==> config.mk <==
export PLATFORM = sky130hd
export DESIGN_NAME = uart_register_file_rx_fifo
export DESIGN_NICKNAME = d
export VERILOG_FILES = /design/src/rtl/urfrx_pkg.sv /design/src/rtl/urfrx_ram.sv /design/src/rtl/uart_register_file_rx_fifo.sv
export SDC_FILE = /design/constraint.sdc
export NUM_CORES = 2
export LEC_CHECK = 0
export BUFFER_PORTS_ARGS = -buffer_cell sky130_fd_sc_hd__buf_2
export CAP_MARGIN = 20
export CORE_MARGIN = 1.5
export CORE_UTILIZATION = 30
export CTS_CLUSTER_SIZE = 12
export DETAILED_ROUTE_END_ITERATION = 16
export PLACE_DENSITY = 0.46
export SLEW_MARGIN = 20
export SYNTH_ARGS = -nofsm -noshare
export SYNTH_HDL_FRONTEND = slang
export SYNTH_HIERARCHICAL = 1
export SYNTH_SLANG_ARGS = --single-unit
==> constraint.sdc <==
create_clock -name i_clk -period 4 [get_ports i_clk]
set_input_delay 0.2 -clock i_clk [delete_from_list [all_inputs] [get_ports i_clk]]
set_output_delay 0.2 -clock i_clk [all_outputs]
set_load 0.03 [all_outputs]
==> src/rtl/urfrx_pkg.sv <==
// Shared types and constants for the UART register file with receive FIFO.
`timescale 1ns / 1ps

package urfrx_pkg;

    // Receive FIFO geometry
    localparam int FIFO_DEPTH = 256;
    localparam int ADDR_W     = (FIFO_DEPTH > 1) ? $clog2(FIFO_DEPTH) : 1;
    localparam int FILL_W     = $clog2(FIFO_DEPTH + 1);
    localparam int PSUM_W     = ADDR_W + 1;

    typedef enum logic [1:0] {
        ACT_TICK  = 2'd0,
        ACT_RX    = 2'd1,
        ACT_READ  = 2'd2,
        ACT_WRITE = 2'd3
    } t_action;

    // Register offsets
    localparam logic [2:0] OFS_RBR = 3'd0;  // RBR / THR
    localparam logic [2:0] OFS_IER = 3'd1;
    localparam logic [2:0] OFS_IIR = 3'd2;  // IIR / FCR
    localparam logic [2:0] OFS_LCR = 3'd3;
    localparam logic [2:0] OFS_MCR = 3'd4;
    localparam logic [2:0] OFS_LSR = 3'd5;
    localparam logic [2:0] OFS_MSR = 3'd6;

    // IIR codes
    localparam logic [7:0] IIR_RX_DATA  = 8'h04;
    localparam logic [7:0] IIR_TX_EMPTY = 8'h02;
    localparam logic [7:0] IIR_NONE     = 8'h01;

    // LSR bits
    localparam logic [7:0] LSR_DR   = 8'h01;
    localparam logic [7:0] LSR_IDLE = 8'h60;  // THRE | TEMT

    localparam logic [7:0] LCR_RESET  = 8'h03;  // 8N1
    localparam logic [7:0] BUSY_RESET = 8'd64;
    localparam logic [3:0] IER_MASK   = 4'hF;

    typedef struct packed {
        t_action    action;
        logic [2:0] offset;
        logic [7:0] data;
    } t_in_req;

    typedef struct packed {
        logic [7:0] read_data;
        logic       irq;
        logic       tx_valid;
        logic [7:0] tx_byte;
        logic       rx_dropped;
    } t_out_rsp;

    typedef enum logic [1:0] {
        ST_IDLE = 2'b01,
        ST_POP  = 2'b10
    } t_state;

endpackage

==> src/rtl/urfrx_ram.sv <==
// Generic single-write, single-read RAM with registered read data.
`timescale 1ns / 1ps

module urfrx_ram #(
    parameter int WIDTH = 8,
    parameter int DEPTH = 256
) (
    input  logic                                     i_clk,
    input  logic                                     i_we,
    input  logic [((DEPTH > 1) ? $clog2(DEPTH) : 1)-1:0] i_waddr,
    input  logic [WIDTH-1:0]                         i_wdata,
    input  logic [((DEPTH > 1) ? $clog2(DEPTH) : 1)-1:0] i_raddr,
    output logic [WIDTH-1:0]                         o_rdata
);

    logic [WIDTH-1:0] r_mem [DEPTH];
    logic [WIDTH-1:0] r_rdata;

    always_ff @(posedge i_clk) begin
        if (i_we) begin
            r_mem[i_waddr] <= i_wdata;
        end
        r_rdata <= r_mem[i_raddr];
    end

    assign o_rdata = r_rdata;

endmodule

==> src/rtl/uart_register_file_rx_fifo.sv <==
// Top level: simplified 16550 register file with a RAM-backed receive FIFO.
//
//  channel | direction | handshake                  | payload
//  --------+-----------+----------------------------+-----------------------------
//  in      | input     | i_in_valid / o_in_stall    | i_in_req  (action, offset, data)
//  out     | output    | o_out_valid / i_out_stall  | o_out_rsp (read_data, irq, tx...)
//  cfg     | input     | i_cfg_we                   | i_cfg_wdata (tx_busy_ticks)
//
// Every request gives exactly one response. For ticks, received bytes, writes
// and reads other than a popping RBR read, the response is registered and a
// new request is taken in the next cycle unless the response is stalled. An RBR
// read that pops the FIFO waits in ST_POP for the registered read data of the
// FIFO RAM. Reset (synchronous, active low) clears all control registers; the
// FIFO RAM is not cleared since only written entries are ever read. A stalled
// response holds in the output register and blocks new requests until taken.
`timescale 1ns / 1ps

module uart_register_file_rx_fifo (
    input  logic               i_clk,
    input  logic               i_rst_n,
    input  logic               i_in_valid,
    output logic               o_in_stall,
    input  urfrx_pkg::t_in_req i_in_req,
    output logic               o_out_valid,
    input  logic               i_out_stall,
    output urfrx_pkg::t_out_rsp o_out_rsp,
    input  logic               i_cfg_we,
    input  logic [7:0]         i_cfg_wdata
);

    // Control / architectural registers
    urfrx_pkg::t_state                 r_state, n_state;
    logic [urfrx_pkg::ADDR_W-1:0]      r_rd_pos, n_rd_pos;
    logic [urfrx_pkg::FILL_W-1:0]      r_rx_fill, n_rx_fill;
    logic [3:0]                        r_ier, n_ier;
    logic [7:0]                        r_lcr, n_lcr;
    logic [7:0]                        r_mcr, n_mcr;
    logic [7:0]                        r_scr, n_scr;
    logic                              r_tx_busy, n_tx_busy;
    logic [7:0]                        r_tx_cd, n_tx_cd;
    logic [7:0]                        r_busy_ticks;
    logic                              r_out_valid, n_out_valid;
    urfrx_pkg::t_out_rsp               r_out, n_out;

    // FIFO RAM port
    logic                              ram_we;
    logic [urfrx_pkg::ADDR_W-1:0]      ram_waddr;
    logic [7:0]                        ram_rdata;

    logic                              in_acc;
    logic                              dlab;
    logic                              fifo_full;
    logic                              fifo_empty;
    logic [urfrx_pkg::PSUM_W-1:0]      wr_sum;
    logic [urfrx_pkg::PSUM_W-1:0]      wr_pos;
    logic                              pop;
    logic [7:0]                        rd_val;
    logic                              tx_v;
    logic                              dropped;

    // Pops wait in ST_POP for RAM data; a held response blocks new requests
    assign o_in_stall = (r_state == urfrx_pkg::ST_POP) || (r_out_valid && i_out_stall);
    assign in_acc     = i_in_valid && !o_in_stall;

    assign dlab       = r_lcr[7];
    assign fifo_full  = (r_rx_fill == urfrx_pkg::FILL_W'(urfrx_pkg::FIFO_DEPTH));
    assign fifo_empty = (r_rx_fill == '0);

    // Tail position: read position plus fill, wrapped at the depth
    assign wr_sum = urfrx_pkg::PSUM_W'(r_rd_pos) + urfrx_pkg::PSUM_W'(r_rx_fill);
    assign wr_pos = (wr_sum >= urfrx_pkg::PSUM_W'(urfrx_pkg::FIFO_DEPTH))
                  ? wr_sum - urfrx_pkg::PSUM_W'(urfrx_pkg::FIFO_DEPTH) : wr_sum;
    assign ram_waddr = wr_pos[urfrx_pkg::ADDR_W-1:0];

    urfrx_ram #(
        .WIDTH (8),
        .DEPTH (urfrx_pkg::FIFO_DEPTH)
    ) u_rx_ram (
        .i_clk   (i_clk),
        .i_we    (ram_we),
        .i_waddr (ram_waddr),
        .i_wdata (i_in_req.data),
        .i_raddr (r_rd_pos),   // head entry, read every cycle
        .o_rdata (ram_rdata)
    );

    always_comb begin
        n_state     = r_state;
        n_rd_pos    = r_rd_pos;
        n_rx_fill   = r_rx_fill;
        n_ier       = r_ier;
        n_lcr       = r_lcr;
        n_mcr       = r_mcr;
        n_scr       = r_scr;
        n_tx_busy   = r_tx_busy;
        n_tx_cd     = r_tx_cd;
        n_out_valid = r_out_valid;
        n_out       = r_out;
        ram_we      = 1'b0;
        pop         = 1'b0;
        rd_val      = '0;
        tx_v        = 1'b0;
        dropped     = 1'b0;

        if (r_out_valid && !i_out_stall) begin
            n_out_valid = 1'b0;
        end

        // ST_POP: head byte is now out of the RAM
        if (r_state == urfrx_pkg::ST_POP) begin
            n_out.read_data = ram_rdata;
            n_out_valid     = 1'b1;
            n_state         = urfrx_pkg::ST_IDLE;
        end

        if (in_acc) begin
            case (i_in_req.action)
                urfrx_pkg::ACT_TICK: begin
                    if (r_tx_busy) begin
                        n_tx_cd = r_tx_cd - 8'd1;
                        if (r_tx_cd == 8'd1) begin
                            n_tx_busy = 1'b0;
                        end
                    end
                end
                urfrx_pkg::ACT_RX: begin
                    if (fifo_full) begin
                        dropped = 1'b1;
                    end else begin
                        ram_we    = 1'b1;
                        n_rx_fill = r_rx_fill + urfrx_pkg::FILL_W'(1);
                    end
                end
                urfrx_pkg::ACT_READ: begin
                    case (i_in_req.offset)
                        urfrx_pkg::OFS_RBR: begin
                            if (!dlab && !fifo_empty) begin
                                pop       = 1'b1;
                                n_rx_fill = r_rx_fill - urfrx_pkg::FILL_W'(1);
                                if (r_rd_pos == urfrx_pkg::ADDR_W'(urfrx_pkg::FIFO_DEPTH - 1)) begin
                                    n_rd_pos = '0;
                                end else begin
                                    n_rd_pos = r_rd_pos + urfrx_pkg::ADDR_W'(1);
                                end
                            end
                        end
                        urfrx_pkg::OFS_IER: rd_val = dlab ? 8'h00 : {4'h0, r_ier};
                        urfrx_pkg::OFS_IIR: begin
                            if (!fifo_empty && r_ier[0]) begin
                                rd_val = urfrx_pkg::IIR_RX_DATA;
                            end else if (!r_tx_busy && r_ier[1]) begin
                                rd_val = urfrx_pkg::IIR_TX_EMPTY;
                            end else begin
                                rd_val = urfrx_pkg::IIR_NONE;
                            end
                        end
                        urfrx_pkg::OFS_LCR: rd_val = r_lcr;
                        urfrx_pkg::OFS_MCR: rd_val = r_mcr;
                        urfrx_pkg::OFS_LSR: begin
                            rd_val = (r_tx_busy ? 8'h00 : urfrx_pkg::LSR_IDLE)
                                   | (fifo_empty ? 8'h00 : urfrx_pkg::LSR_DR);
                        end
                        urfrx_pkg::OFS_MSR: rd_val = 8'h00;
                        default:            rd_val = r_scr;
                    endcase
                end
                default: begin
                    case (i_in_req.offset)
                        urfrx_pkg::OFS_RBR: begin
                            if (!dlab) begin
                                tx_v      = 1'b1;
                                n_tx_busy = 1'b1;
                                n_tx_cd   = r_busy_ticks;
                            end
                        end
                        urfrx_pkg::OFS_IER: n_ier = i_in_req.data[3:0] & urfrx_pkg::IER_MASK;
                        urfrx_pkg::OFS_IIR: ;   // FCR: no effect
                        urfrx_pkg::OFS_LCR: n_lcr = i_in_req.data;
                        urfrx_pkg::OFS_MCR: n_mcr = i_in_req.data;
                        default:            n_scr = i_in_req.data;
                    endcase
                end
            endcase

            n_out.read_data  = rd_val;
            n_out.irq        = ((n_rx_fill != '0) && n_ier[0]) || (!n_tx_busy && n_ier[1]);
            n_out.tx_valid   = tx_v;
            n_out.tx_byte    = tx_v ? i_in_req.data : 8'h00;
            n_out.rx_dropped = dropped;
            n_out_valid      = !pop;
            if (pop) begin
                n_state = urfrx_pkg::ST_POP;
            end
        end
    end

    always_ff @(posedge i_clk) begin
        if (!i_rst_n) begin
            r_state      <= urfrx_pkg::ST_IDLE;
            r_rd_pos     <= '0;
            r_rx_fill    <= '0;
            r_ier        <= '0;
            r_lcr        <= urfrx_pkg::LCR_RESET;
            r_mcr        <= '0;
            r_scr        <= '0;
            r_tx_busy    <= 1'b0;
            r_tx_cd      <= '0;
            r_busy_ticks <= urfrx_pkg::BUSY_RESET;
            r_out_valid  <= 1'b0;
        end else begin
            r_state     <= n_state;
            r_rd_pos    <= n_rd_pos;
            r_rx_fill   <= n_rx_fill;
            r_ier       <= n_ier;
            r_lcr       <= n_lcr;
            r_mcr       <= n_mcr;
            r_scr       <= n_scr;
            r_tx_busy   <= n_tx_busy;
            r_tx_cd     <= n_tx_cd;
            r_out_valid <= n_out_valid;
            if (i_cfg_we) begin
                r_busy_ticks <= i_cfg_wdata;
            end
        end
    end

    always_ff @(posedge i_clk) begin
        r_out <= n_out;
    end

    assign o_out_valid = r_out_valid;
    assign o_out_rsp   = r_out;

    // Fill count never exceeds the FIFO depth
    a_fill_bound: assert property (@(posedge i_clk) disable iff (!i_rst_n)
        r_rx_fill <= urfrx_pkg::FILL_W'(urfrx_pkg::FIFO_DEPTH))
        else $error("rx fill above depth");

    // Read position stays inside the FIFO
    a_rdpos_bound: assert property (@(posedge i_clk) disable iff (!i_rst_n)
        urfrx_pkg::PSUM_W'(r_rd_pos) < urfrx_pkg::PSUM_W'(urfrx_pkg::FIFO_DEPTH))
        else $error("rx read position out of range");

    // A pop always delivers its response in the following cycle
    a_pop_done: assert property (@(posedge i_clk) disable iff (!i_rst_n)
        (r_state == urfrx_pkg::ST_POP) |=> (r_out_valid && r_state == urfrx_pkg::ST_IDLE))
        else $error("pop response not delivered");

    // An emitted byte leaves the transmitter busy
    a_tx_busy: assert property (@(posedge i_clk) disable iff (!i_rst_n)
        (r_out_valid && r_out.tx_valid) |-> r_tx_busy)
        else $error("tx byte without busy transmitter");

endmodule
==> run metrics <==
GRT overflow=0; Crit path top cell by count=buf_4; Synth Register Bits=approximately 2100; routed vias=~44000; Detailed Place HPWL=between 100000 and 150000 um; initial antenna violation count=7; die area=284000 um^2; clk_skew=between 50 and 60 ps; Final setup violation count=0; total wire length=between 200000 and 250000 um; Setup Buffers After CTS=0; Num CTS Buffers=about 220; Final Worst Setup Slack=approximately 280 ps; Clk Latency, worst-skew pair=slightly below 900 ps; Critical Path Fanout Max=29; Worst Setup End Kind=register; post-DR wirelength/cell=27.8 um; Multi-input gate area=19000 um^2; hold path start=i_out_stall; Rows=about 190; syn_nets=4300; slowest CP cell=buf_4; WHS Path Cells=6; cts repair resizes=0; Clock Path Buffers=3; FF+latch area=~64000 um^2; Reg clk slew, reported paths=roughly 60 ps; clk sinks=between 2000 and 2500; Post-Syn Area per Cell=just under 20 um^2; Endpoint, Worst Hold=r_tx_busy; Synth-to-Final Area Change=17.4%; reg2reg path depth=9; Rel. slew slack=~23%; H-tree levels=4; max-slew violation count=0; kind of critical path=reg2reg; WP buf/inv=4; LEAKAGE=around 30 nW; Final Hold Violating Endpoints=0; Die X=approximately 530 um; fin crit share=92.9%; dominant synthesized flop cell=edfxtp_1; P_sw=roughly 9.4 mW; ys async rst share=0%; Die Height=533 um; setup slack, reg-to-reg=around 280 ps; Gate Count Post-Synth=4257; port bufs=between 40 and 50; r2r startpoint=r_rd_pos[0]; Synth cell types=between 80 and 90; CP Data Required Time=about 4800 ps; Iteration-0 DRC Markers=around 4400; number of vias per cell=approximately 5.0; sw frac=between 20 and 25%; GRT Util Overall=approximately 17%; Least-Margin Pin Slew=approximately 1100 ps; WHS=approximately 78 ps; sequential power share=54.2%; Place WS=267 ps; hold crit path type=in2reg; global-route wire length before repair=roughly 340000 um; TritonCTS clock tree=built; initial core utilization=between 30 and 40%; logic gate share of total power=approximately 2%; sequential area share after synthesis=about three quarters; Arr. time, crit path=4490 ps; crit-path max cell delay=approximately 600 ps; # IOs=47; sum of negative setup slack=0 ps; Initial DRT Pass Iterations=8; R2R Path End=u_rx_ram/o_rdata[3]; Ys Warns=6; share of cells above drive strength 1=26.0%; synthesized cell area=84200 um^2; largest net degree at the start of global routing=153; Residual DRC=0; Clock power frac=roughly 44%; root buf cell=clkbuf_16; MaxCap Viol Count=0; Largest delay share family, worst path=buffers and inverters; P_int=36.0 mW; status=finished, final reports clean; vias in the first global route=44100; startpoint types=register; final net count=4812; Max Clk Rate=roughly 270 MHz; RD Place Congestion=slightly above 0.8; Routed Antenna Nets=0; RSZ-0062 raised after global routing=no; Max VDD drop=roughly 400 uV; Cell Pwr Density=459 nW/um^2; EDFF count, synth=2067; Design Power=between 40 and 50 mW; worst-path cell chain=buf_4, buf_4, buf_4, mux4_2, a22oi_1, a21oi_1, nor4_1, buf_4, nor4_1; minimum clock period=~3700 ps; core area=approximately 280000 um^2; fill count=about 26000
## cell usage in the layout, fill, tap and decap left out, types with 6 or more instances in the layout
cell type,n
a211oi_1,18
a21boi_0,9
a21o_1,8
a21oi_1,127
a221oi_1,14
a22o_1,8
a22oi_1,135
a31oi_1,7
a41oi_1,6
and2_1,8
and3_1,14
buf_12,33
buf_2,38
buf_4,429
buf_8,8
bufinv_16,11
clkbuf_1,63
clkbuf_16,228
clkinv_1,65
clkinv_2,21
dfxtp_1,67
dlygate4sd3_1,43
edfxtp_1,2067
ha_1,16
inv_1,17
mux2i_1,169
mux4_2,454
nand2_1,96
nand2b_1,10
nand3_1,47
nand4_1,15
nor2_1,336
nor2b_1,39
nor3_1,30
nor4_1,26
o211ai_1,17
o21ai_0,30
o221ai_1,48
o22ai_1,29
xnor2_1,7
## layer usage
layer  routed length, um  share of wire [%]  vias to the layer above  global-route usage, %
li1                    -                  -                    18600                      -
met1              111000                 46                    23600                   24.3
met2              113000                 47                     1218                   26.4
met3               11500                4.8                      257                   2.29
met4                4480                1.9                        2                   3.93
met5                  13             0.0054                        -                      0
## through the flow
step                      cells  util [%]  instance area, um^2
after global placement     8224      32.8                91500
after CTS                  8668      35.4                98900
after detailed placement   8224      32.8                91500
after floorplan            4257         -                84200
final                      8672      35.4                98900
after global routing       8669      35.4                98900
## repair_timing
item / in CTS / in global routing
hold endpoints to repair: 688 / 0
endpoints found under the setup margin: 0 / 0
hold buffers: 43 / 0
## tightest hold or removal path: stages
cell	delay (ps)
buf_2	100
nand2_1	80
nand3_1	130
buf_4	250
nand2_1	100
a21oi_1	50
## power by group through the flow
stage | registers [mW] | logic (mW) | clock network (mW)
global placement | 25.1 | 0.890 | 0
global route | 24.6 | 0.994 | 21.2
finish | 24.6 | 0.918 | 19.9
detailed placement | 25.1 | 0.907 | 0
CTS | 24.6 | 0.942 | 20.4
floorplan | 25.1 | 0.259 | 0
## cell usage after synthesis, types with 6 or more instances
cell | instances | area share [%]
buf_6 | 24 | 0.32
o211ai_1 | 17 | 0.15
inv_1 | 17 | 0.076
o221ai_1 | 48 | 0.50
nor2_1 | 339 | 1.5
nand2_1 | 96 | 0.43
mux4_2 | 454 | 12
and2_1 | 9 | 0.067
nand2b_1 | 10 | 0.074
buf_12 | 8 | 0.19
buf_1 | 22 | 0.098
a21o_1 | 8 | 0.071
a21boi_0 | 9 | 0.080
nand4_1 | 15 | 0.11
edfxtp_1 | 2067 | 74
mux2i_1 | 169 | 2.0
dfxtp_1 | 73 | 1.7
a31oi_1 | 7 | 0.052
o21ai_0 | 30 | 0.18
buf_4 | 27 | 0.24
xnor2_1 | 7 | 0.073
buf_8 | 13 | 0.23
a21oi_1 | 127 | 0.75
clkbuf_1 | 135 | 0.60
o22ai_1 | 29 | 0.22
a211oi_1 | 18 | 0.16
nor4_1 | 26 | 0.19
a221oi_1 | 14 | 0.15
nor2b_1 | 42 | 0.31
ha_1 | 16 | 0.24
nor3_1 | 30 | 0.18
a22oi_1 | 135 | 1.2
a22o_1 | 8 | 0.083
and3_1 | 14 | 0.10
buf_2 | 36 | 0.21
nand3_1 | 49 | 0.29
a41oi_1 | 6 | 0.062
## how the worst max path moves through the flow
stage,slack [ps],depth (start not counted),from,end
2_1_floorplan,680,13,r_rd_pos[0],u_rx_ram/r_mem[122][0]
3_3_place_gp,310,8,r_rd_pos[1],u_rx_ram/o_rdata[4]
3_5_place_dp,270,9,r_rd_pos[0],u_rx_ram/o_rdata[3]
4_1_cts,270,9,r_rd_pos[0],u_rx_ram/o_rdata[3]
5_1_grt,120,9,r_rd_pos[0],u_rx_ram/o_rdata[3]
6_report,280,9,r_rd_pos[0],u_rx_ram/o_rdata[3]
## cells by family (layout without fill, tap and decap cells)
family                   count (synthesis)  in the layout  synth area share [%]
AND/OR/NAND/NOR                        668            668                  3.69
other                                    0              4                     0
XOR/XNOR                                12             12                 0.125
multiplexers                           627            627                  14.2
adder cells (fa/ha/maj)                 17             17                 0.262
AO/OA/AOI/OAI                          506            506                  4.23
flip-flops                            2140           2140                  75.5
buffers and inverters                  287            974                  2.00
## area by class of cell
| class | instances | share of cell area [%] |
|---|---|---|
| Antenna cell | 4 | 0.0101 |
| Clock buffer | 294 | 6.05 |
| Clock inverter | 107 | 0.938 |
| Inverter | 22 | 0.0835 |
| Multi-Input combinational cell | 1830 | 19.3 |
| Sequential cell | 2140 | 64.3 |
| Tap cell | 3724 | 4.71 |
| Timing Repair Buffer | 551 | 4.67 |
## registers in the layout, indices dropped and copies added, names as in the netlist
signal            flops
o_out_valid           1
u_rx_ram/r_mem     2048
o_out_rsp            19
u_rx_ram/o_rdata      8
r_rx_fill             9
r_rd_pos              8
r_scr                 8
r_tx_busy             1
r_busy_ticks          8
r_ier                 4
r_tx_cd               8
r_mcr                 8
r_lcr                 8
r_state               2
Power figures use the tool's default switching activity.
